$ cat config.mk
export PLATFORM = sky130hd
export DESIGN_NAME = priority_winner_select_top_flat
export DESIGN_NICKNAME = d
export VERILOG_FILES = /design/src/hw/rtl/pws_pkg.sv /design/src/hw/rtl/pws_if.sv /design/src/hw/rtl/priority_winner_select_top.sv /design/src/hw/rtl/pws_cell.sv /design/src/hw/rtl/pws_judge.sv /design/src/flat_wrapper.sv
export SDC_FILE = /design/constraint.sdc
export NUM_CORES = 2
export LEC_CHECK = 0
export ABC_AREA = 1
export BUFFER_PORTS_ARGS = -buffer_cell sky130_fd_sc_hd__buf_4
export CORE_UTILIZATION = 35
export DETAILED_ROUTE_END_ITERATION = 8
export HOLD_SLACK_MARGIN = 0.03
export PLACE_DENSITY_LB_ADDON = 0.08
export SYNTH_ARGS = -nofsm -noshare
export SYNTH_HDL_FRONTEND = slang
export SYNTH_SLANG_ARGS = --single-unit
$ cat constraint.sdc
create_clock -name clk -period 10.1 [get_ports clk]
set_clock_uncertainty 0.1 [all_clocks]
set_input_delay 0.505 -clock clk [delete_from_list [all_inputs] [get_ports clk]]
set_output_delay 0.505 -clock clk [all_outputs]
set_load 0.01 [all_outputs]
$ cat src/hw/rtl/pws_pkg.sv
package pws_pkg;

  localparam int TABLE_DEPTH_DEF = 16;
  localparam int MAX_CAND_DEF    = 64;

  localparam logic [31:0]        PRIO_MAGIC    = 32'h5052_4F49;
  localparam logic signed [31:0] FALLBACK_BASE = 32'sd10000;
  localparam logic signed [31:0] PRIO_UNKNOWN  = 32'sh8000_0000;

  localparam int POS_SAT = 63;
  localparam int CNT_SAT = 64;

  localparam logic CMD_LOAD = 1'b0;
  localparam logic CMD_CAND = 1'b1;

  typedef struct packed {
    logic               valid;
    logic [15:0]        id;
    logic               found;
    logic signed [31:0] prio;
  } tok_t;

endpackage

$ cat src/hw/rtl/pws_if.sv
interface pws_in_if;
  logic               valid;
  logic               ready;
  logic               cmd;
  logic [15:0]        ext_id;
  logic [31:0]        meta_tag;
  logic signed [31:0] prio_value;
  logic               last;

  modport source (output valid, cmd, ext_id, meta_tag, prio_value, last, input ready);
  modport sink   (input valid, cmd, ext_id, meta_tag, prio_value, last, output ready);
endinterface

interface pws_out_if;
  logic               valid;
  logic               ready;
  logic [5:0]         winner_index;
  logic [15:0]        winner_ext_id;
  logic signed [31:0] winner_priority;
  logic               explicit_mode;
  logic [6:0]         candidate_count;

  modport source (output valid, winner_index, winner_ext_id, winner_priority,
                  explicit_mode, candidate_count, input ready);
  modport sink   (input valid, winner_index, winner_ext_id, winner_priority,
                  explicit_mode, candidate_count, output ready);
endinterface

$ cat src/hw/rtl/priority_winner_select_top.sv
// Load word: one load per cycle while the block is idle, with no candidate in flight.
// Candidate word: once it is accepted, the lookup token walks every table cell, then the
// update follows; no new word is taken until that update is done.
// On the closing candidate the result is registered by the update, after the walk;
// the update holds while an earlier result word still waits.
// Synchronous active-low reset empties the table and clears the run and output.
module priority_winner_select_top #(
  parameter int TABLE_DEPTH    = pws_pkg::TABLE_DEPTH_DEF,
  parameter int MAX_CANDIDATES = pws_pkg::MAX_CAND_DEF
) (
  input logic       clk,
  input logic       rst_n,
  pws_in_if.sink    in_ch,
  pws_out_if.source out_ch
);
  import pws_pkg::*;

  localparam int FW = $clog2(TABLE_DEPTH + 1);
  localparam int CW = $clog2(MAX_CANDIDATES + 1);
  localparam int WW = CW + 7;

  typedef enum logic [1:0] {S_IDLE, S_WALK, S_UPD} state_t;

  state_t             state_r;
  logic [FW-1:0]      fill_r;
  logic [CW-1:0]      seen_r;
  logic               any_nz_r;
  logic [15:0]        cand_id_r;
  logic signed [31:0] cand_prio_r;
  logic               cand_last_r;
  logic signed [31:0] tab_prio_r;
  logic               out_valid_r;
  logic [5:0]         out_index_r;
  logic [15:0]        out_id_r;
  logic signed [31:0] out_prio_r;
  logic               out_expl_r;
  logic [6:0]         out_count_r;

  tok_t               tok [TABLE_DEPTH+1];
  logic               in_acc;
  logic               load_en;
  logic               start;
  logic               upd_go;
  logic               first;
  logic               any_nz_nxt;
  logic signed [31:0] load_prio;
  logic [CW-1:0]      seen_nxt;
  logic [WW-1:0]      cnt_w;
  logic [WW-1:0]      pos_w;
  logic signed [31:0] own_prio;
  logic [15:0]        own_id;
  logic [CW-1:0]      own_pos;
  logic signed [31:0] tab_prio;
  logic [15:0]        tab_id;
  logic [CW-1:0]      tab_pos;

  assign in_ch.ready = (state_r == S_IDLE);
  assign in_acc      = in_ch.valid && in_ch.ready;
  assign load_en     = in_acc && in_ch.cmd == CMD_LOAD && fill_r < FW'(TABLE_DEPTH);
  assign start       = in_acc && in_ch.cmd == CMD_CAND;
  assign load_prio   = (in_ch.meta_tag == PRIO_MAGIC) ? in_ch.prio_value
                     : FALLBACK_BASE - $signed({16'b0, in_ch.ext_id});

  assign tok[0].valid = start;
  assign tok[0].id    = in_ch.ext_id;
  assign tok[0].found = 1'b0;
  assign tok[0].prio  = PRIO_UNKNOWN;

  for (genvar i = 0; i < TABLE_DEPTH; i++) begin : g_cell
    pws_cell #(.IDX(i), .FW(FW)) u_cell (
      .clk     (clk),
      .rst_n   (rst_n),
      .wr_en   (load_en),
      .wr_id   (in_ch.ext_id),
      .wr_prio (load_prio),
      .fill    (fill_r),
      .tok_i   (tok[i]),
      .tok_o   (tok[i+1])
    );
  end

  assign upd_go     = (state_r == S_UPD) && (!cand_last_r || !out_valid_r || out_ch.ready);
  assign first      = (seen_r == '0);
  assign any_nz_nxt = any_nz_r | (cand_prio_r != 32'sd0);
  assign seen_nxt   = (seen_r < CW'(MAX_CANDIDATES)) ? seen_r + 1'b1 : seen_r;
  assign cnt_w      = WW'(seen_nxt);
  assign pos_w      = any_nz_nxt ? WW'(own_pos) : WW'(tab_pos);

  pws_judge #(.CW(CW)) u_own (
    .clk       (clk),
    .rst_n     (rst_n),
    .commit    (upd_go),
    .clear     (cand_last_r),
    .first     (first),
    .cand_prio (cand_prio_r),
    .cand_id   (cand_id_r),
    .cand_pos  (seen_r),
    .win_prio  (own_prio),
    .win_id    (own_id),
    .win_pos   (own_pos)
  );

  pws_judge #(.CW(CW)) u_tab (
    .clk       (clk),
    .rst_n     (rst_n),
    .commit    (upd_go),
    .clear     (cand_last_r),
    .first     (first),
    .cand_prio (tab_prio_r),
    .cand_id   (cand_id_r),
    .cand_pos  (seen_r),
    .win_prio  (tab_prio),
    .win_id    (tab_id),
    .win_pos   (tab_pos)
  );

  always_ff @(posedge clk) begin
    if (!rst_n) begin
      state_r     <= S_IDLE;
      fill_r      <= '0;
      seen_r      <= '0;
      any_nz_r    <= 1'b0;
      out_valid_r <= 1'b0;
    end else begin
      if (out_valid_r && out_ch.ready && !(upd_go && cand_last_r)) begin
        out_valid_r <= 1'b0;
      end
      if (load_en) begin
        fill_r <= fill_r + 1'b1;
      end
      unique case (state_r)
        S_IDLE: begin
          if (start) begin
            state_r <= S_WALK;
          end
        end
        S_WALK: begin
          if (tok[TABLE_DEPTH].valid) begin
            state_r <= S_UPD;
          end
        end
        S_UPD: begin
          if (upd_go) begin
            state_r <= S_IDLE;
            if (cand_last_r) begin
              seen_r      <= '0;
              any_nz_r    <= 1'b0;
              out_valid_r <= 1'b1;
            end else begin
              seen_r   <= seen_nxt;
              any_nz_r <= any_nz_nxt;
            end
          end
        end
        default: state_r <= S_IDLE;
      endcase
    end
  end

  always_ff @(posedge clk) begin
    if (start) begin
      cand_id_r   <= in_ch.ext_id;
      cand_prio_r <= in_ch.prio_value;
      cand_last_r <= in_ch.last;
    end
    if (state_r == S_WALK && tok[TABLE_DEPTH].valid) begin
      tab_prio_r <= tok[TABLE_DEPTH].found ? tok[TABLE_DEPTH].prio : PRIO_UNKNOWN;
    end
    if (upd_go && cand_last_r) begin
      out_index_r <= (pos_w > WW'(POS_SAT)) ? 6'(POS_SAT) : pos_w[5:0];
      out_id_r    <= any_nz_nxt ? own_id : tab_id;
      out_prio_r  <= any_nz_nxt ? own_prio : tab_prio;
      out_expl_r  <= any_nz_nxt;
      out_count_r <= (cnt_w > WW'(CNT_SAT)) ? 7'(CNT_SAT) : cnt_w[6:0];
    end
  end

  assign out_ch.valid           = out_valid_r;
  assign out_ch.winner_index    = out_index_r;
  assign out_ch.winner_ext_id   = out_id_r;
  assign out_ch.winner_priority = out_prio_r;
  assign out_ch.explicit_mode   = out_expl_r;
  assign out_ch.candidate_count = out_count_r;

  a_tok_in_walk: assert property (@(posedge clk) disable iff (!rst_n)
    tok[TABLE_DEPTH].valid |-> state_r == S_WALK)
    else $error("lookup token left the chain outside the walk");

  a_fill_bound: assert property (@(posedge clk) disable iff (!rst_n)
    fill_r <= FW'(TABLE_DEPTH))
    else $error("table fill beyond depth");

  a_start_walk: assert property (@(posedge clk) disable iff (!rst_n)
    start |=> state_r == S_WALK)
    else $error("candidate word did not start a walk");

  a_out_from_last: assert property (@(posedge clk) disable iff (!rst_n)
    $rose(out_valid_r) |-> $past(state_r == S_UPD && cand_last_r))
    else $error("result raised without a closing candidate");

endmodule

$ cat src/hw/rtl/pws_cell.sv
module pws_cell #(
  parameter int IDX = 0,
  parameter int FW  = 5
) (
  input  logic               clk,
  input  logic               rst_n,
  input  logic               wr_en,
  input  logic [15:0]        wr_id,
  input  logic signed [31:0] wr_prio,
  input  logic [FW-1:0]      fill,
  input  pws_pkg::tok_t      tok_i,
  output pws_pkg::tok_t      tok_o
);
  import pws_pkg::*;

  logic [15:0]        ent_id_r;
  logic signed [31:0] ent_prio_r;
  logic               tok_valid_r;
  logic [15:0]        tok_id_r;
  logic               tok_found_r;
  logic signed [31:0] tok_prio_r;
  logic               hit;

  assign hit = !tok_i.found && (FW'(IDX) < fill) && (ent_id_r == tok_i.id);

  always_ff @(posedge clk) begin
    if (wr_en && fill == FW'(IDX)) begin
      ent_id_r   <= wr_id;
      ent_prio_r <= wr_prio;
    end
  end

  always_ff @(posedge clk) begin
    if (!rst_n) begin
      tok_valid_r <= 1'b0;
    end else begin
      tok_valid_r <= tok_i.valid;
    end
  end

  always_ff @(posedge clk) begin
    tok_id_r    <= tok_i.id;
    tok_found_r <= tok_i.found | hit;
    tok_prio_r  <= hit ? ent_prio_r : tok_i.prio;
  end

  assign tok_o.valid = tok_valid_r;
  assign tok_o.id    = tok_id_r;
  assign tok_o.found = tok_found_r;
  assign tok_o.prio  = tok_prio_r;

endmodule

$ cat src/hw/rtl/pws_judge.sv
module pws_judge #(
  parameter int CW = 7
) (
  input  logic               clk,
  input  logic               rst_n,
  input  logic               commit,
  input  logic               clear,
  input  logic               first,
  input  logic signed [31:0] cand_prio,
  input  logic [15:0]        cand_id,
  input  logic [CW-1:0]      cand_pos,
  output logic signed [31:0] win_prio,
  output logic [15:0]        win_id,
  output logic [CW-1:0]      win_pos
);
  import pws_pkg::*;

  logic signed [31:0] best_prio_r;
  logic [15:0]        best_id_r;
  logic [CW-1:0]      best_pos_r;
  logic               beat;

  assign beat = first || (cand_prio > best_prio_r) ||
                (cand_prio == best_prio_r && cand_id < best_id_r);

  assign win_prio = beat ? cand_prio : best_prio_r;
  assign win_id   = beat ? cand_id   : best_id_r;
  assign win_pos  = beat ? cand_pos  : best_pos_r;

  always_ff @(posedge clk) begin
    if (!rst_n) begin
      best_prio_r <= '0;
      best_id_r   <= '0;
      best_pos_r  <= '0;
    end else if (commit) begin
      if (clear) begin
        best_prio_r <= '0;
        best_id_r   <= '0;
        best_pos_r  <= '0;
      end else begin
        best_prio_r <= win_prio;
        best_id_r   <= win_id;
        best_pos_r  <= win_pos;
      end
    end
  end

endmodule

$ cat src/flat_wrapper.sv
// flat-port wrapper written by rule: the top's interface ports become plain ports
module priority_winner_select_top_flat import pws_pkg::*;
#(
  parameter int TABLE_DEPTH    = pws_pkg::TABLE_DEPTH_DEF,
  parameter int MAX_CANDIDATES = pws_pkg::MAX_CAND_DEF
)
  (clk, rst_n, in_ch_valid, in_ch_cmd, in_ch_ext_id, in_ch_meta_tag, in_ch_prio_value, in_ch_last, in_ch_ready, out_ch_valid, out_ch_winner_index, out_ch_winner_ext_id, out_ch_winner_priority, out_ch_explicit_mode, out_ch_candidate_count, out_ch_ready);
  pws_in_if in_ch_i ();
  pws_out_if out_ch_i ();
  input logic clk;
  input logic rst_n;
  input wire logic [$bits(in_ch_i.valid)-1:0] in_ch_valid;
  input wire logic [$bits(in_ch_i.cmd)-1:0] in_ch_cmd;
  input wire logic [$bits(in_ch_i.ext_id)-1:0] in_ch_ext_id;
  input wire logic [$bits(in_ch_i.meta_tag)-1:0] in_ch_meta_tag;
  input wire logic [$bits(in_ch_i.prio_value)-1:0] in_ch_prio_value;
  input wire logic [$bits(in_ch_i.last)-1:0] in_ch_last;
  output wire logic [$bits(in_ch_i.ready)-1:0] in_ch_ready;
  output wire logic [$bits(out_ch_i.valid)-1:0] out_ch_valid;
  output wire logic [$bits(out_ch_i.winner_index)-1:0] out_ch_winner_index;
  output wire logic [$bits(out_ch_i.winner_ext_id)-1:0] out_ch_winner_ext_id;
  output wire logic [$bits(out_ch_i.winner_priority)-1:0] out_ch_winner_priority;
  output wire logic [$bits(out_ch_i.explicit_mode)-1:0] out_ch_explicit_mode;
  output wire logic [$bits(out_ch_i.candidate_count)-1:0] out_ch_candidate_count;
  input wire logic [$bits(out_ch_i.ready)-1:0] out_ch_ready;
  assign in_ch_i.valid = in_ch_valid;
  assign in_ch_i.cmd = in_ch_cmd;
  assign in_ch_i.ext_id = in_ch_ext_id;
  assign in_ch_i.meta_tag = in_ch_meta_tag;
  assign in_ch_i.prio_value = in_ch_prio_value;
  assign in_ch_i.last = in_ch_last;
  assign in_ch_ready = in_ch_i.ready;
  assign out_ch_valid = out_ch_i.valid;
  assign out_ch_winner_index = out_ch_i.winner_index;
  assign out_ch_winner_ext_id = out_ch_i.winner_ext_id;
  assign out_ch_winner_priority = out_ch_i.winner_priority;
  assign out_ch_explicit_mode = out_ch_i.explicit_mode;
  assign out_ch_candidate_count = out_ch_i.candidate_count;
  assign out_ch_i.ready = out_ch_ready;
  priority_winner_select_top #(.TABLE_DEPTH(TABLE_DEPTH), .MAX_CANDIDATES(MAX_CANDIDATES)) u_core (.clk(clk), .rst_n(rst_n), .in_ch(in_ch_i), .out_ch(out_ch_i));
endmodule
# == Yosys cells after proc, flatten, opt, wreduce, memory -nomap -nowiden ==
# Index checks and enable logic that the tools add are counted.
# word_totals
regBits,1821
inputBits,86
elab_cells,328
# classes
n_addsub,3
magnitude_cmp,24
eq_ne,39
muxes,42
bitwise,17
reduce_logical,88
# op_table
op,count
two-way mux 32 bit,21
equality test 16 bit,16
two-way mux 16 bit,5
equality test 32 bit,2
> comparator 32 bit,2
logical AND 1 bit,58
two-way mux 7 bit,7
equality test 5 x 4 -> 1 bit (second input constant),8
< comparator 4 x 5 -> 1 bit (first input constant),8
equality test 32 x 31 -> 1 bit (second input constant),1
< comparator 16 bit,2
nonzero test 32 bit,1
equality test 5 x 3 -> 1 bit (second input constant),4
< comparator 3 x 5 -> 1 bit (first input constant),4
logical NOT 1 bit,18
subtractor 14 x 16 -> 17 bit (first input constant),1
bitwise OR 1 bit,16
> comparator 14 x 6 -> 1 bit (second input constant),1
equality test 5 x 2 -> 1 bit (second input constant),2
< comparator 1 x 5 -> 1 bit (first input constant),2
< comparator 2 x 5 -> 1 bit (first input constant),2
adder 7 x 1 -> 7 bit (second input constant),1
> comparator 7 bit (second input constant),1
logical NOT 7 bit,1
other kinds (17),29

# == Logic depth before layout (Yosys ltp) ==
# logic_depth
word_depth,11
depth_mapped,22

# == Hierarchy ==
# Synthesis repeated with hierarchy kept, for this count alone.
# hier_totals
cells_unflattened,6909
area_unflattened_um2,70485.1
# by_module_without_submodules
mod,n_inst,cells_per_inst,area_per_inst_um2,seq_area_each_um2
pws_judge,2,693,4689.5,1101.1
priority_winner_select_top,1,802,7313.3,4614.4
pws_cell at u_core.g_cell[13].u_cell ...,2,295,3365.7,2442.3
pws_cell at u_core.g_cell[14].u_cell,1,293,3380.7,2442.3
pws_cell at u_core.g_cell[10].u_cell,1,300,3379.5,2442.3
pws_cell at u_core.g_cell[12].u_cell,1,299,3379.5,2442.3
pws_cell at u_core.g_cell[0].u_cell,1,295,3377.0,2442.3
pws_cell at u_core.g_cell[2].u_cell,1,297,3377.0,2442.3
pws_cell at u_core.g_cell[6].u_cell,1,299,3372.0,2442.3
pws_cell at u_core.g_cell[8].u_cell,1,297,3363.2,2442.3
pws_cell at u_core.g_cell[9].u_cell,1,292,3358.2,2442.3
pws_cell at u_core.g_cell[3].u_cell,1,293,3352.0,2442.3
pws_cell at u_core.g_cell[1].u_cell,1,293,3350.7,2442.3
pws_cell at u_core.g_cell[5].u_cell,1,290,3350.7,2442.3
+3 rows,n/a,n/a,n/a,n/a

# == Worst setup path after synthesis ==
# Ideal clock, no wire load.
# synth_path
path_kind,register to register
startpoint,reg u_core.state_r[0]
endpoint,reg u_core.g_cell[5].u_cell.ent_id_r[0] (enable)
setup_time_ns,0.573
arrival_time_ns,5.888
required_time_ns,9.427
path_slack_ns,3.539
stages_incl_launch_ff,8
n_path_buf,0
cell_sequence,dfxtp_1 nor2_1 nand2_1 nor3_1 inv_1 nor2_1 inv_1 nor4_1
# synth_between
elab_chain_len,5
# synth_lines
item,line,source
"start, declared",priority_winner_select_top.sv:24,state_t state_r;
"start signal, assigned",priority_winner_select_top.sv:119,state_r <= S_IDLE;
"start signal, assigned",priority_winner_select_top.sv:134,state_r <= S_WALK;
"start signal, assigned",priority_winner_select_top.sv:139,state_r <= S_UPD;
logical NOT 2 bit,priority_winner_select_top.sv:57,assign in_ch.ready = (state_r == S_IDLE);
via in_ch_ready,flat_wrapper.sv:18,output wire logic [$bits(in_ch_i.ready)-1:0] in_ch_ready;
logical AND 1 bit,priority_winner_select_top.sv:58,assign in_acc = in_ch.valid && in_ch.ready;
logical AND 1 bit (2 in a row),priority_winner_select_top.sv:59,assign load_en = in_acc && in_ch.cmd == CMD_LOAD && fill_r < FW'(TABLE_DEPTH);
logical AND 1 bit,pws_cell.sv:27,if (wr_en && fill == FW'(IDX)) begin
"end signal, assigned",pws_cell.sv:28,ent_id_r <= wr_id;
"end, declared",pws_cell.sv:16,logic [15:0] ent_id_r;
# The timed path passes the listed nets, and every way through them passes these cells.
# A chain may end at the register's enable or synchronous reset.

# == Final worst setup path ==
# layout_path
startpoint,reg u_core.cand_prio_r[15]
endpoint,"reg u_core.out_index_r[3] (netlist: u_core.out_ch.winner_index[3]), data pin"
# layout_between
elab_chain_len,6
elab_cells_between_ends,10
classes_between,order compare: 2; eq/ne: 1; mux: 2; bitwise: 1; reduce/logical: 4
# layout_lines
item,line,source
"start, declared",priority_winner_select_top.sv:29,logic signed [31:0] cand_prio_r;
"start signal, assigned",priority_winner_select_top.sv:163,cand_prio_r <= in_ch.prio_value;
> comparator 32 bit or equality test 32 bit (tied branches),"pws_judge.sv:23, pws_judge.sv:24",
logical OR 1 bit or logical AND 1 bit (tied branches),"pws_judge.sv:23, pws_judge.sv:24",
logical OR 1 bit,pws_judge.sv:23,assign beat = first || (cand_prio > best_prio_r) ||
two-way mux 7 bit,pws_judge.sv:28,assign win_pos = beat ? cand_pos : best_pos_r;
two-way mux 7 bit (*),priority_winner_select_top.sv:87,assign pos_w = any_nz_nxt ? WW'(own_pos) : WW'(tab_pos);
> comparator 14 x 6 -> 1 bit,priority_winner_select_top.sv:170,out_index_r <= (pos_w > WW'(POS_SAT)) ? 6'(POS_SAT) : pos_w[5:0];
"end signal, assigned",priority_winner_select_top.sv:170,
"end, declared",priority_winner_select_top.sv:33,logic [5:0] out_index_r;
# Every way passes the cells marked *; elsewhere a longest branch is shown, timed or not.

==> out/results.txt <==
CP Max Fanout -> 49
Final Hold Fails -> 0
R2R cell count -> 10
RSZ-0062 raised after global routing -> false
Clock power frac -> 46.8%
Synth Area per Inst -> 11.3 um^2
Die W -> 432 um
Detailed placement HPWL -> 103000 um
Sequential-to-total area share from yosys stat -> 70.4%
Number of port buffers -> 149
Status -> complete, no violations
Final worst-path cycle share -> 44.2%
Clk Latency, worst-skew pair -> 810 ps
Filler cells -> 17400
Int Pwr -> 0.0123 W
Worst min path class -> input pin to register
Critical Path End Type -> register
Post_cts resized -> 0
H-tree lvl count -> 4
DR WL met3 -> 6560 um
Cts hold-fix bufs -> 49
WHS Path Cells -> 2
Synth area leader -> edfxtp_1
Setup violators final -> 0
Grt ovf -> 0
WL/cell -> 19.2 um
Clk sinks -> 1821
Post-synth EDFFs -> 911
Final Max Slew Viols -> 0
Sequential Power Share -> 50.9%
Max Cap Viol -> 0
Largest net degree at the start of global routing -> 116
DRT Pass-1 Iters -> 5
Vias in the first global route -> 38800
Fmax -> 224 MHz
Clk slew on worst S/H paths -> 60 ps
Slew of the pin with the lowest slew margin -> 1180 ps
Commonest cells post-synth -> nand2_1, inv_1, edfxtp_1, dfxtp_1, o21ai_0
Post-layout util -> 41.4%
Element type at the critical path start -> register
Rows -> 157
Synthesis Warnings -> 0
Setup TNS -> 0 ps
Cell area after synthesis -> 64800 um^2
Main synth FF type -> edfxtp_1
Setup bufs post-CTS -> 0
Number of routed nets with antenna violations -> 0
Power per Cell Area -> 204 nW/um^2
Mapped Cells -> 5708
Clock buffer count from CTS -> 195
Most frequent cell after synthesis -> nand2_1
Top Ports -> 150
Die area -> 187000 um^2
Drt drc -> 0
First-pass GRT wire length -> 248000 um
Core area -> 183000 um^2
Final period demand of the worst path -> 4460 ps
Worst EP arrival -> 4880 ps
Sw Pwr -> 0.00323 W
Initial Util -> 35.3%
Post-synth top area share -> 42.2%
Total GRT Usage -> 17.7%
Via Count -> 38900
Clk root buf -> clkbuf_16
Initial antenna violation count -> 9
LEAKAGE -> 29.9 nW
Top Metal Used -> met5
Clk buf depth -> 3
Switching Share -> 20.8%
FFs w/ async S/R, synth -> 0%
Metal2 WL -> 80100 um
Synthesized flop and latch total -> 1821
Combinational Power Share -> 2.3%
Vias per cell -> 4.52
Met1 Wirelength -> 74700 um
1st-iter DRT viols -> 2177
Area delta synth->final -> 17.3%
Final Net Count -> 6159
Synth area leaders -> edfxtp_1, dfxtp_1, nand2_1, inv_1, o21ai_0
Cell variety after synth -> 56
CTS tree -> yes
DIE HEIGHT -> 432 um
Final GP Congestion -> 0.792
Slew margin rel. -> 21.5%
Final wirelength -> 165000 um
Critical path class -> register to register
Synth Net Count -> 5894
Layout cells sized above 1 -> 11.6%
Max VDD drop -> 0.124 mV
Data required, critical path -> 10520 ps
==> through the flow <==
step	setup WS, ps	instances	hold slack [ps]	total power (W)	area [um^2]
6_report	5640	8612	133	0.0155	76000
5_1_grt	5320	8606	95.7	0.0160	76000
4_1_cts	5500	8606	71.6	0.0157	76000
3_5_place_dp	5550	8191	237	0.00841	68900
3_3_place_gp	5540	8191	238	0.00840	68900
2_1_floorplan	3540	5708	231	0.00819	64800
==> state kept, by name, indices dropped and copies added, names as in the netlist, 6 cells and up <==
signal / cells
u_core.g_cell.u_cell.tok_valid_r: 16
u_core.u_own.best_prio_r: 32
u_core.seen_r: 7
u_core.g_cell.u_cell.tok_id_r: 240
u_core.g_cell.u_cell.ent_id_r: 256
u_core.u_tab.best_pos_r: 7
u_core.u_own.best_id_r: 16
u_core.u_tab.best_id_r: 16
u_core.cand_prio_r: 32
u_core.out_ch.winner_ext_id: 16
u_core.g_cell.u_cell.tok_found_r: 16
u_core.u_own.best_pos_r: 7
u_core.cand_id_r: 16
u_core.out_ch.candidate_count: 7
u_core.out_ch.winner_priority: 32
u_core.out_ch.winner_index: 6
u_core.g_cell.u_cell.tok_prio_r: 512
u_core.tab_prio_r: 32
u_core.g_cell.u_cell.ent_prio_r: 512
u_core.u_tab.best_prio_r: 32
==> per-layer routing <==
layer	GRT usage, %	vias up
met1	23.2	18600
met2	30.5	693
met4	4.86	2
met5	0	-
met3	2.62	242
li1	-	19400
==> cell usage in the layout, fill, tap and decap left out, types with 34 or more instances in the layout <==
master / netlist / layout
mux2_1: 58 / 58
clkinv_2: 0 / 46
edfxtp_1: 911 / 911
ha_1: 100 / 100
nand3_2: 80 / 89
nand3_1: 292 / 281
nand2_1: 1059 / 1059
o21ai_0: 350 / 339
nor2_1: 136 / 121
buf_4: 2 / 214
a21oi_1: 147 / 147
dfxtp_1: 910 / 910
xor2_1: 65 / 65
clkbuf_16: 0 / 203
inv_1: 940 / 938
xnor2_1: 34 / 34
o21ai_1: 127 / 130
dlygate4sd3_1: 0 / 49
clkbuf_1: 105 / 48
o22ai_1: 56 / 56
==> worst paths after layout <==
path | startpoint | to | slack, ps
setup / recovery | u_core.cand_prio_r[15]$_DFFE_PP_ | u_core.out_ch.winner_index[3]$_SDFFCE_PN1P_ | 5640
setup reg to reg | u_core.cand_prio_r[15]$_DFFE_PP_ | u_core.out_ch.winner_index[3]$_SDFFCE_PN1P_ | 5640
hold / removal | in_ch_ext_id[0] | u_core.g_cell[0].u_cell.tok_id_r[0]$_DFF_P_ | 130
hold reg to reg | u_core.g_cell[5].u_cell.tok_id_r[15]$_DFF_P_ | u_core.g_cell[6].u_cell.tok_id_r[15]$_DFF_P_ | 250
==> kinds of logic after synthesis <==
| kind of cell | synth area share, % |
|---|---|
| flip-flops | 70.4 |
| AND/OR/NAND/NOR | 11.6 |
| buffers and inverters | 6.90 |
| AO/OA/AOI/OAI | 6.74 |
| adder cells (fa/ha/maj) | 1.93 |
| XOR/XNOR | 1.34 |
| multiplexers | 1.11 |
==> power groups by stage <==
stage / combinational, W / sequential [W] / clock [W]
finish: 0.000355 / 0.00790 / 0.00726
global route: 0.000393 / 0.00790 / 0.00775
CTS: 0.000367 / 0.00790 / 0.00746
detailed placement: 0.000351 / 0.00806 / 0
global placement: 0.000349 / 0.00805 / 0
floorplan: 0.000157 / 0.00803 / 0
==> worst max-delay path, cell delays in order (launching register included) <==
cell and delay (ps):
edfxtp_1 400, inv_1 90, nand4_1 210, nor4_1 440, nand4_1 960, buf_4 660, inv_2 190, buf_4 640
nand2_1 120, nand2_1 210, nand2_1 110
==> layout make-up <==
type	count	area [um^2]	area share, %
Sequential cell	1821	45600	60.0
Multi-Input combinational cell	2742	15000	19.8
Clock buffer	281	5670	7.47
Inverter	949	3570	4.69
Tap cell	2464	3080	4.06
Timing Repair Buffer	264	2120	2.79
Clock inverter	85	932	1.23
Antenna cell	6	15.0	0.0198
Power figures use the tool's default switching activity.
